## src/fmacl_pkg.sv

```systemverilog
package fmacl_pkg;

  localparam int RULE_COUNT_DEF = 128;
  localparam int SLOT_W         = 7;
  localparam logic [31:0] ACTION_END = 32'd0;
  localparam logic [31:0] ACT_DROP   = 32'd1;
  localparam logic [31:0] ACT_PASS   = 32'd2;

  typedef enum logic {
    CMD_LOOKUP = 1'b0,
    CMD_WRITE  = 1'b1
  } cmd_t;

  typedef struct packed {
    logic [31:0] action;
    logic [31:0] v4_net;
    logic [31:0] v4_mask;
    logic [63:0] v6_net_hi;
    logic [63:0] v6_net_lo;
    logic [63:0] v6_mask_hi;
    logic [63:0] v6_mask_lo;
  } rule_t;

  typedef struct packed {
    logic        is_ipv6;
    logic [63:0] addr_hi;
    logic [63:0] addr_lo;
  } key_t;

  // status a cell reports while it holds the scan token
  typedef struct packed {
    logic live;
    logic done;
    logic matched;
    logic drop;
  } cell_res_t;

endpackage

```

## src/fmacl_cell.sv

```systemverilog
module fmacl_cell (
  input  logic              clk,
  input  logic              rst_n,
  input  logic              wr_en,
  input  fmacl_pkg::rule_t  wr_rule,
  input  fmacl_pkg::key_t   key,
  input  logic              tok_in,
  output logic              tok_out,
  output fmacl_pkg::cell_res_t res
);
  import fmacl_pkg::*;

  rule_t rule_r;
  logic  action_zero_r;
  logic  tok_r;
  logic  mask_valid;
  logic  hit;

  always_ff @(posedge clk) begin
    if (!rst_n) begin
      action_zero_r <= 1'b1;
      tok_r         <= 1'b0;
    end else begin
      tok_r <= tok_in;
      if (wr_en) begin
        action_zero_r <= (wr_rule.action == ACTION_END);
      end
    end
  end

  always_ff @(posedge clk) begin
    if (wr_en) begin
      rule_r <= wr_rule;
    end
  end

  always_comb begin
    mask_valid = rule_r.v6_mask_hi[63];
    if (!key.is_ipv6) begin
      if (rule_r.v4_net == 32'd0) begin
        hit = !mask_valid;
      end else begin
        hit = ((key.addr_lo[31:0] & rule_r.v4_mask) == rule_r.v4_net);
      end
    end else if (!mask_valid) begin
      hit = (rule_r.v4_mask == 32'd0);
    end else begin
      hit = ((key.addr_hi & rule_r.v6_mask_hi) == rule_r.v6_net_hi) &&
            ((key.addr_lo & rule_r.v6_mask_lo) == rule_r.v6_net_lo);
    end
  end

  assign tok_out     = tok_r && !action_zero_r && !hit;
  assign res.live    = tok_r;
  assign res.done    = tok_r && (action_zero_r || hit);
  assign res.matched = tok_r && !action_zero_r && hit;
  assign res.drop    = tok_r && !action_zero_r && hit && (rule_r.action == ACT_DROP);

endmodule

```

## config.mk

```make
export PLATFORM = sky130hd
export DESIGN_NAME = fmacl_cell
export DESIGN_NICKNAME = d
export VERILOG_FILES = /design/src/fmacl_pkg.sv /design/src/fmacl_cell.sv
export SDC_FILE = /design/constraint.sdc
export NUM_CORES = 1
export LEC_CHECK = 0
export BUFFER_PORTS_ARGS = -buffer_cell sky130_fd_sc_hd__buf_4
export CORE_MARGIN = 8
export CORE_UTILIZATION = 45
export DETAILED_ROUTE_END_ITERATION = 8
export MAX_ROUTING_LAYER = met4
export PLACE_DENSITY = 0.76
export RECOVER_POWER = 50
export SYNTH_ARGS = -nofsm -noshare
export SYNTH_HDL_FRONTEND = slang
export SYNTH_SLANG_ARGS = --single-unit
```

## constraint.sdc

```tcl
create_clock -name clk -period 2.1 [get_ports clk]
set_input_delay 0 -clock clk [delete_from_list [all_inputs] [get_ports clk]]
set_output_delay 0 -clock clk [all_outputs]
set_load 0.05 [all_outputs]
```

==> results of run 1 <==
## Yosys cell counts, drive strengths merged (3+ instances only)
library cell / n
and3b: 23
xor2: 84
o2111a: 3
nor4: 35
a2bb2oi: 5
o22ai: 9
nor3: 3
o2bb2ai: 5
nand4: 34
a21oi: 10
and3: 10
nand3: 4
a21bo: 3
a22oi: 5
nand2: 131
o2111ai: 4
a21boi: 23
nor2: 3
or4: 6
a2111oi: 14
edfxtp: 352
nand3b: 11
## sequential cells by signal, indices dropped and copies added, names as in the netlist
name	cells
tok_r	1
rule_r	351
mask_valid	1
action_zero_r	1
## cells in the final DEF, fill, tap and decap left out, drive strengths merged, types with 11 or more instances in the layout
cell type,synthesis,layout
clkbuf,0,404
dlygate4sd3,0,356
edfxtp,352,352
buf,1,257
nand2,131,131
xor2,84,84
nor4,35,35
nand4,34,34
a21boi,23,23
and3b,23,23
diode,0,15
a2111oi,14,14
clkinv,0,12
nand3b,11,11
## power groups by stage
stage	Clock (mW)	Combinational (mW)	Sequential, mW
2_1_floorplan	0	0.435	8.72
3_3_place_gp	0	1.70	8.78
3_5_place_dp	0	1.73	8.81
4_1_cts	6.75	2.34	8.67
5_1_grt	7.16	2.52	8.76
6_report	6.82	2.40	8.74
## metrics by stage
stage	setup TNS, ns	utilization, %	hold slack [ns]	setup slack [ns]	power, mW
global placement	-3.08	62.9	0.178	-0.845	10.5
detailed placement	-3.48	62.9	0.179	-0.950	10.5
global route	-4.73	79.3	0.198	-1.23	18.4
finish	-4.40	79.4	0.222	-1.15	18.0
floorplan	-0.109	-	0.0718	-0.0574	9.15
CTS	-4.24	79.4	0.178	-1.11	17.8
## worst paths after layout
| kind | end | slack, ns | cells past startpoint |
|---|---|---|---|
| max | res[0] | -1.15 | 9 |
| min | rule_r[47]$_DFFE_PP_ | 0.22 | 2 |
| max reg2reg | action_zero_r$_SDFFE_PN1P_ | 0.87 | 3 |
| min reg2reg | action_zero_r$_SDFFE_PN1P_ | 1.17 | 3 |
## critical path: cells and delay by family, from the launching register on
kind                   cells  cell delay, ns
and+or+nand+nor            4            1.12
DFF                        1            0.41
buffers and inverters      2            0.33
AOI/OAI and AO/OA          3            0.86
## routing by layer
metal  wire [um]  global-route usage [%]
met1       19400                    33.0
met2       30000                    54.8
met3        5140                    8.59
met5           0                       -
met4        2670                    13.4
## area by class of cell
cell class,count,share of cell area [%]
Timing Repair Buffer,966,34.2
Multi-Input combinational cell,447,13.2
Clock inverter,17,0.681
Clock buffer,51,4.61
Antenna cell,15,0.160
Sequential cell,354,45.1
Tap cell,390,2.07
## logic make-up (layout without fill, tap and decap cells)
family	count (synthesis)	count (layout)	synth area share, %
AO/OA/AOI/OAI	93	93	5.39
XOR/XNOR	85	85	5.49
buffers and inverters	1	1034	0.0554
flip-flops	354	354	78.3
other	0	15	0
AND/OR/NAND/NOR	269	269	10.8
## what timing repair did
| action | 4_1_cts | 5_1_grt |
|---|---|---|
| hold buffers | 356 | 0 |
| pin swaps | 4 | 10 |
| setup endpoints to repair | 4 | 5 |
| gates cloned | 0 | 0 |
| buffers inserted | 1 | 3 |
| gates resized for setup | 20 | 18 |
| hold endpoints to repair | 376 | 0 |
==> impl_metrics.env, run 1 <==
export IMPL_start_util_pct=45.7
export IMPL_cp_startpoint="rule_r[187]$_DFFE_PP_"
export IMPL_hpwl_um=36900
export IMPL_layout_drive_gt1_share_pct=35.7
export IMPL_h_tree_depth=2
export IMPL_cp_required_ns=2.10
export IMPL_ioPinCount=490
export IMPL_path_clk_slew_ns=0.07
export IMPL_synth_edff_count=352
export IMPL_p_int_mw=13.8
export IMPL_clock_power_share_pct=38.0
export IMPL_power_density_nw_per_um2=763
export IMPL_synth_seq_cells=354
export IMPL_p_leak_nw=9.45
export IMPL_comb_power_share_pct=13.4
export IMPL_vias=12000
export IMPL_ir_worst_vdd_mv=0.536
export IMPL_drt_pass1_iterations=5
export IMPL_cts_tree="yes"
export IMPL_io_buffers=489
export IMPL_synthTopCellsByArea="edfxtp_1 78%, xor2_1 5.4%, nand2_1 3.6%"
export IMPL_worstPathArrival_ns=3.25
export IMPL_stdcell_area_um2=23500
export IMPL_grt_remaining_overflow=0
export IMPL_setup_slack_ns=-1.15
export IMPL_numCtsBuffers=38
export IMPL_viasPerCell=5.36
export IMPL_hold_violations=0
export IMPL_grt_max_degree=139
export IMPL_drt_iter0_drc=961
export IMPL_violations="setup timing"
export IMPL_cts_path_max_buffers=3
export IMPL_swShare_pct=22.9
export IMPL_cts_sinks=354
export IMPL_multiInputGateArea_um2=3110
export IMPL_clk_latency_ns=0.51
export IMPL_n_fill_cell=1543
export IMPL_yosysUniqueCellTypes=50
export IMPL_slowest_delay_ns=0.41
export IMPL_fin_cells=2240
export IMPL_path_max_fanout=4
export IMPL_dp_cells=1797
export IMPL_critPathKind="register to primary output"
export IMPL_nets=2292
export IMPL_grt_pass1_wl_um=81600
export IMPL_routed_wl_um=57300
export IMPL_final_antenna_net_count=0
export IMPL_finalCritPeriodShare_pct=155
export IMPL_synth_top_area_share_pct=78.0
export IMPL_area_growth_pct=73.5
export IMPL_grt_usage_pct=31.3
export IMPL_drc_errors=0
export IMPL_rsz0062_at_grt="yes"
export IMPL_critPathCaptureType="primary output"
export IMPL_power_frac_seq_pct=48.7
export IMPL_fmax_mhz=308
export IMPL_asyncSetResetFlopFracSynth_pct=0
export IMPL_place_congestion=0.863
export IMPL_num_rows=63
export IMPL_dieArea_um2=35900
export IMPL_wl_per_cell_um=25.6
export IMPL_syn_num_nets=1287
export IMPL_coreArea_um2=29600
export IMPL_status="finished with violations"
export IMPL_maxSlewHeadroom_pct=38.6
export IMPL_crit_slowest_cell="edfxtp_1"
export IMPL_fp_dieW_um=190
export IMPL_r2r_start="action_zero_r$_SDFFE_PN1P_"
export IMPL_grt_pass1_vias=13400
export IMPL_yosysTopAreaCell="edfxtp_1"
export IMPL_min_delay_start="wr_rule[47]"
export IMPL_seq_area_um2=10600
export IMPL_worstMarginPinSlew_ns=0.921
export IMPL_ys_warnings_count=0
export IMPL_critPathLaunchType="register"
export IMPL_cpMostUsedCell="nand4_1"
export IMPL_power_switching_mw=4.11
export IMPL_maxSlewViolCount=0
export IMPL_maxCapViolCount=0
export IMPL_dieHeight_um=190
export IMPL_antenna_found_initial=13
export IMPL_skew_ns=0
export IMPL_synth_flop_cell="edfxtp_1"
export IMPL_hp_class="input port to register"
export IMPL_cts_root_buf="clkbuf_16"
export IMPL_setup_viol=5
export IMPL_netlist_instances=802
export IMPL_yosysSeqAreaShare_pct=78.3
export IMPL_netlist_area_um2=13600
export IMPL_syn_avg_cell_area_um2=16.9
export IMPL_finalCriticalPeriod_ns=3.25
export IMPL_crit_chain="a21boi_1 -> a2111oi_4 -> nand4_1 -> nor4_4 -> nand4_1 -> a211oi_2 -> buf_4 -> and4b_4 -> buf_8"
export IMPL_post_dp_cell_area_um2=18600
No activity file was read; power rests on OpenSTA's default activity.
==> inputs of run 2 (changes only) <==
- ABC_AREA: default -> 1
==> run 2 against run 1 <==
Compared with the run above: total power fell by 2.3%; first-iteration DRC count rose by 8.5%; maximum frequency rose by 28%; the flow finishes with violations (capacitance limit, slew limit, setup timing); cell area fell by 1.6%; combinational power fell by 5%; global-route usage fell by 1.6 points; critical path depth rose by 3; largest power group unchanged; sequential share of layout area rose by 0.74 points; die area rose by 2.7%; wire length fell by 2.0%.
==> impl_metrics.env, run 2 <==
export IMPL_hp_class="input port to register"
export IMPL_ioPinCount=490
export IMPL_layout_common_cells="356 x dlygate4sd3_1, 352 x edfxtp_1, 304 x clkbuf_4"
export IMPL_ys_warnings_count=0
export IMPL_coreArea_um2=30600
export IMPL_maxSlewHeadroom_pct=-2.87
export IMPL_fp_dieW_um=192
export IMPL_setup_viol=4
export IMPL_critPathKind="register to primary output"
export IMPL_hpwl_um=34200
export IMPL_drt_pass1_iterations=5
export IMPL_synth_flop_cell="edfxtp_1"
export IMPL_path_max_fanout=3
export IMPL_path_clk_slew_ns=0.06
export IMPL_synth_common_cells="352 x edfxtp_1, 313 x nand2_1, 72 x nor2_1"
export IMPL_numCtsBuffers=38
export IMPL_antenna_found_initial=18
export IMPL_fmax_mhz=394
export IMPL_drt_iter0_drc=1043
export IMPL_maxCapViolCount=1
export IMPL_final_common_cell="dlygate4sd3_1"
export IMPL_finalCritPeriodShare_pct=121
export IMPL_maxSlewViolCount=51
export IMPL_regMostFlops="rule_r"
export IMPL_place_congestion=0.859
export IMPL_dp_slack_ns=-0.0132
export IMPL_power_frac_seq_pct=49.6
export IMPL_ir_worst_vdd_mv=0.559
export IMPL_power_density_nw_per_um2=758
export IMPL_grt_usage_pct=29.8
export IMPL_worstPathArrival_ns=2.54
export IMPL_syn_num_nets=1540
export IMPL_grt_pass1_wl_um=79900
export IMPL_netlist_area_um2=14000
export IMPL_vias=12700
export IMPL_synth_edff_count=352
export IMPL_grt_max_degree=57
export IMPL_setup_slack_ns=-0.437
export IMPL_cts_root_buf="clkbuf_16"
export IMPL_comb_power_share_pct=12.9
export IMPL_netlist_instances=1055
export IMPL_cp_required_ns=2.10
export IMPL_power_switching_mw=4.15
export IMPL_syn_avg_cell_area_um2=13.2
export IMPL_dieArea_um2=36900
export IMPL_h_tree_depth=2
export IMPL_cts_sinks=354
export IMPL_p_leak_nw=9.42
export IMPL_cts_tree="yes"
export IMPL_yosysMostFrequentCell="edfxtp_1"
export IMPL_rsz0062_at_grt="yes"
export IMPL_violations="capacitance limit, slew limit, setup timing"
export IMPL_wl_per_cell_um=23.4
export IMPL_swShare_pct=23.7
export IMPL_synth_top_area_share_pct=75.7
export IMPL_fin_total_pwr_mw=17.5
export IMPL_layout_drive_gt1_share_pct=28.8
export IMPL_io_buffers=489
export IMPL_status="finished with violations"
export IMPL_p_int_mw=13.4
export IMPL_nets=2440
export IMPL_final_antenna_net_count=0
export IMPL_skew_ns=0
export IMPL_yosysUniqueCellTypes=26
export IMPL_cts_path_max_buffers=3
export IMPL_yosysTopAreaCell="edfxtp_1"
export IMPL_yosysSeqAreaShare_pct=76.0
export IMPL_largest_register_ffs=351
export IMPL_asyncSetResetFlopFracSynth_pct=0
export IMPL_synthTopCellsByArea="edfxtp_1 76%, nand2_1 8.4%, xor2_1 3.5%"
export IMPL_start_util_pct=45.6
export IMPL_grt_pass1_vias=14000
export IMPL_finalCriticalPeriod_ns=2.54
export IMPL_critPathLaunchType="register"
export IMPL_num_rows=64
export IMPL_drc_errors=0
export IMPL_routed_wl_um=56100
export IMPL_worstMarginPinSlew_ns=1.54
export IMPL_n_fill_cell=1723
export IMPL_synth_seq_cells=354
export IMPL_viasPerCell=5.29
export IMPL_hold_violations=0
export IMPL_clk_latency_ns=0.52
export IMPL_clock_power_share_pct=37.4
export IMPL_grt_remaining_overflow=0
export IMPL_dieHeight_um=192
export IMPL_critPathCaptureType="primary output"
export IMPL_area_growth_pct=65.8
==> run 2: cell count changes in the layout (fill, tap and decap cells not counted), sizes merged, moves of 11 or more <==
cell,change
a21boi,-22
nor2,+70
nand2,+185
xnor2,+11
nand4,-18
xor2,-28
inv,+64
nand3,+64
and3b,-23
a2111oi,-14
buf,-104
o21ai,+30
==> run 2: cell families (layout without fill, tap and decap cells) <==
kind of cell | count (synthesis) | after routing | synth area share [%]
AND/OR/NAND/NOR | 529 | 529 | 16.3
AO/OA/AOI/OAI | 40 | 40 | 1.62
buffers and inverters | 64 | 993 | 1.75
XOR/XNOR | 68 | 68 | 4.27
flip-flops | 354 | 354 | 76.0
other | 0 | 20 | 0
==> run 2: worst paths after layout <==
path / startpoint / endpoint / slack, ns / depth (start not counted)
min reg2reg: action_zero_r$_SDFFE_PN1P_ / action_zero_r$_SDFFE_PN1P_ / 0.62 / 2
max reg2reg: action_zero_r$_SDFFE_PN1P_ / action_zero_r$_SDFFE_PN1P_ / 1.37 / 2
min: wr_rule[31] / rule_r[31]$_DFFE_PP_ / 0.21 / 2
max: rule_r[111]$_DFFE_PP_ / res[0] / -0.44 / 12
==> run 2: timing repair <==
item                                   4_1_cts  5_1_grt
endpoints found under the hold margin      398        0
setup buffers                                0        1
pin swaps                                    6       26
setup endpoints to repair                    4        4
hold buffers                               356        0
gates resized for setup                     24       37
==> run 2: layout make-up <==
class | instances | area, um^2 | area share (%)
Sequential cell | 354 | 10600 | 45.8
Antenna cell | 20 | 50.0 | 0.216
Inverter | 63 | 236 | 1.02
Timing Repair Buffer | 861 | 7260 | 31.4
Clock inverter | 20 | 168 | 0.724
Tap cell | 396 | 495 | 2.14
Multi-Input combinational cell | 637 | 3300 | 14.3
Clock buffer | 49 | 1020 | 4.42
==> run 2: routing by layer <==
layer	up-vias	GRT usage, %	share of wire [%]
li1	5555	-	-
met1	6023	30.8	33
met2	874	52.5	52
met3	233	7.24	9.0
met4	0	14.2	5.7
met5	-	-	0
==> run 2: critical path: stages (launching register included) <==
cell and delay [ns]:
edfxtp_1 0.42, nand2_1 0.13, o21ai_1 0.11, nor2_2 0.25, nand3_2 0.13, nor2_2 0.14, nand2_1 0.08, nor2_2 0.11
nand3_2 0.10, nand2_4 0.12, nand3_2 0.12, nor2_2 0.13, buf_6 0.17
==> run 2: power groups by stage <==
stage	clock network [mW]	logic, mW	registers, mW
6_report	6.57	2.27	8.71
5_1_grt	6.90	2.42	8.75
4_1_cts	6.50	2.20	8.64
3_5_place_dp	0	1.60	8.78
3_3_place_gp	0	1.55	8.75
2_1_floorplan	0	0.525	8.72
==> run 2: stage by stage <==
stage,hold WS [ns],area (um^2),std cells,setup TNS [ns],util [%]
6_report,0.212,23100,2400,-1.57,75.7
5_1_grt,0.207,23100,2398,-1.95,75.6
3_5_place_dp,0.179,18300,1954,-0.0132,59.9
4_1_cts,0.178,23100,2379,-1.07,75.7
2_1_floorplan,0.0935,14000,1055,0,-
3_3_place_gp,0.178,18300,1954,-0.0444,59.9
==> inputs of run 3 (changes only) <==
- CORE_AREA: default -> 3 3 191 193
- CORE_MARGIN: 8 -> default
- CORE_UTILIZATION: 45 -> default
- DIE_AREA: default -> 0 0 194 196
- PLACE_DENSITY: 0.76 -> 0.68
==> run 3 against run 2 <==
Compared with the run above: the flow finishes with violations (setup timing); non-clock buffer count unchanged; global-route usage down 4.2 points; count of clock-buffer cells in the layout down 1; worst setup slack better by 0.11 ns; clock power up 3.2%; largest power group unchanged.
==> impl_metrics.env, run 3 (synthesis results as in run 2) <==
export IMPL_fp_dieW_um=194
export IMPL_stdcell_area_um2=23200
export IMPL_finalCriticalPeriod_ns=2.43
export IMPL_critPathLaunchType="register"
export IMPL_maxSlewHeadroom_pct=58.7
export IMPL_crit_chain="nand2_1 -> xor2_1 -> nand2_1 -> nor2_2 -> nand2_2 -> nor2_4 -> nand2_4 -> nor2_4 -> nand3_2 -> nand2_4 -> nand2_2 -> a21oi_2 -> buf_6"
export IMPL_hpwl_um=32100
export IMPL_n_fill_cell=2316
export IMPL_r2r_start="action_zero_r$_SDFFE_PN1P_"
export IMPL_worstMarginPinSlew_ns=0.620
export IMPL_reg2reg_depth=2
export IMPL_ir_worst_vdd_mv=0.641
export IMPL_finalSetupTns_ns=-1.22
export IMPL_power_density_nw_per_um2=761
export IMPL_min_delay_start="wr_rule[174]"
export IMPL_finalCritPeriodShare_pct=116
export IMPL_post_dp_cell_area_um2=18400
export IMPL_cts_sinks=354
export IMPL_fin_total_pwr_mw=17.6
export IMPL_num_rows=68
export IMPL_coreArea_um2=34700
export IMPL_clock_power_share_pct=38.4
export IMPL_viasPerCell=4.91
export IMPL_maxCapViolCount=0
export IMPL_slowest_delay_ns=0.41
export IMPL_critPathKind="register to primary output"
export IMPL_fin_util_pct=66.8
export IMPL_grt_remaining_overflow=0
export IMPL_grt_pass1_wl_um=72900
export IMPL_swShare_pct=22.3
export IMPL_comb_power_share_pct=12.4
export IMPL_power_frac_seq_pct=49.2
export IMPL_fmax_mhz=412
export IMPL_routed_wl_um=48800
export IMPL_dieHeight_um=196
export IMPL_drc_errors=0
export IMPL_violations="setup timing"
export IMPL_hold_end="rule_r[174]$_DFFE_PP_"
export IMPL_path_clk_slew_ns=0.06
export IMPL_rsz0062_at_grt="yes"
export IMPL_path_max_fanout=3
export IMPL_start_util_pct=40.2
export IMPL_regMostFlops="rule_r"
export IMPL_area_growth_pct=66.1
export IMPL_numCtsBuffers=39
export IMPL_grt_max_degree=69
export IMPL_wl_per_cell_um=19.9
export IMPL_critPathCaptureType="primary output"
export IMPL_power_switching_mw=3.94
export IMPL_io_buffers=489
export IMPL_layout_drive_gt1_share_pct=27.1
export IMPL_cts_root_buf="clkbuf_16"
export IMPL_skew_ns=0
export IMPL_status="finished with violations"
export IMPL_cts_tree="yes"
export IMPL_cp_required_ns=2.10
export IMPL_hold_violations=0
export IMPL_clk_latency_ns=0.51
export IMPL_crit_slowest_cell="edfxtp_1"
export IMPL_setup_slack_ns=-0.328
export IMPL_cts_path_max_buffers=3
export IMPL_nets=2441
export IMPL_p_int_mw=13.7
export IMPL_maxSlewViolCount=0
export IMPL_hold_path_depth=2
export IMPL_dieArea_um2=38000
export IMPL_h_tree_depth=2
export IMPL_antenna_found_initial=4
export IMPL_layout_common_cells="356 x dlygate4sd3_1, 352 x edfxtp_1, 309 x nand2_1"
export IMPL_worstPathArrival_ns=2.43
export IMPL_ioPinCount=490
export IMPL_grt_pass1_vias=13100
export IMPL_setup_viol=4
export IMPL_largest_register_ffs=351
export IMPL_hp_class="input port to register"
export IMPL_final_common_cell="dlygate4sd3_1"
export IMPL_p_leak_nw=9.46
export IMPL_fin_hold_ws_ns=0.208
export IMPL_drt_pass1_iterations=5
export IMPL_vias=12000
export IMPL_final_antenna_net_count=0
export IMPL_place_congestion=0.883
export IMPL_drt_iter0_drc=671
export IMPL_rrSetupSlack_ns=1.45
export IMPL_grt_usage_pct=25.6
export IMPL_rr_endpoint="action_zero_r$_SDFFE_PN1P_"
run 3: per-layer routing:
layer  routed length [um]  global-route usage [%]
met1                17200                    27.8
met3                 3640                    5.44
met2                26000                    46.0
met5                    0                       -
met4                 1950                    9.79
run 3: worst max path at each step:
stage	start	to	slack, ns
finish	rule_r[56]$_DFFE_PP_	res[2]	-0.33
global route	rule_r[54]$_DFFE_PP_	res[0]	-0.48
CTS	rule_r[54]$_DFFE_PP_	res[2]	-0.38
detailed placement	rule_r[100]$_DFFE_PP_	res[0]	-0.15
global placement	rule_r[100]$_DFFE_PP_	res[0]	-0.14
floorplan	rule_r[296]$_DFFE_PP_	tok_out	0.20
run 3: worst max-delay path, delay by kind of cell (launching register included):
family	cells	cell delay (ns)
simple gates	10	1.03
buf+inv	1	0.18
compound gates	1	0.12
flops	1	0.41
xor+xnor	1	0.16
run 3: repair_timing:
item                                    4_1_cts  5_1_grt
gates resized for setup                      16       18
hold buffers                                356        0
hold endpoints to repair                    394        0
endpoints found under the setup margin        4        4
setup buffers                                 0        1
pin swaps                                     6       10
run 3: metrics by stage:
stage / instances / setup slack (ns)
after global routing: 2445 / -0.479
final: 2445 / -0.328
after detailed placement: 2013 / -0.148
after floorplan: 1055 / 0.202
after global placement: 2013 / -0.143
after CTS: 2440 / -0.384
run 3: cell type report:
class | instances | area, um^2 | share of cell area (%)
flip-flops and latches | 354 | 10600 | 45.8
repair buffers | 861 | 7280 | 31.4
multi-input cells | 637 | 3220 | 13.9
clock buffers | 48 | 1050 | 4.54
well taps | 455 | 569 | 2.46
inverters | 63 | 236 | 1.02
clock inverters | 23 | 205 | 0.885
diodes | 4 | 10.0 | 0.0432
run 3: power groups by stage:
stage / clock [mW] / sequential [mW] / combinational (mW)
2_1_floorplan: 0 / 8.72 / 0.525
3_3_place_gp: 0 / 8.76 / 1.58
3_5_place_dp: 0 / 8.79 / 1.62
4_1_cts: 6.84 / 8.64 / 2.19
5_1_grt: 7.16 / 8.72 / 2.37
6_report: 6.78 / 8.68 / 2.19
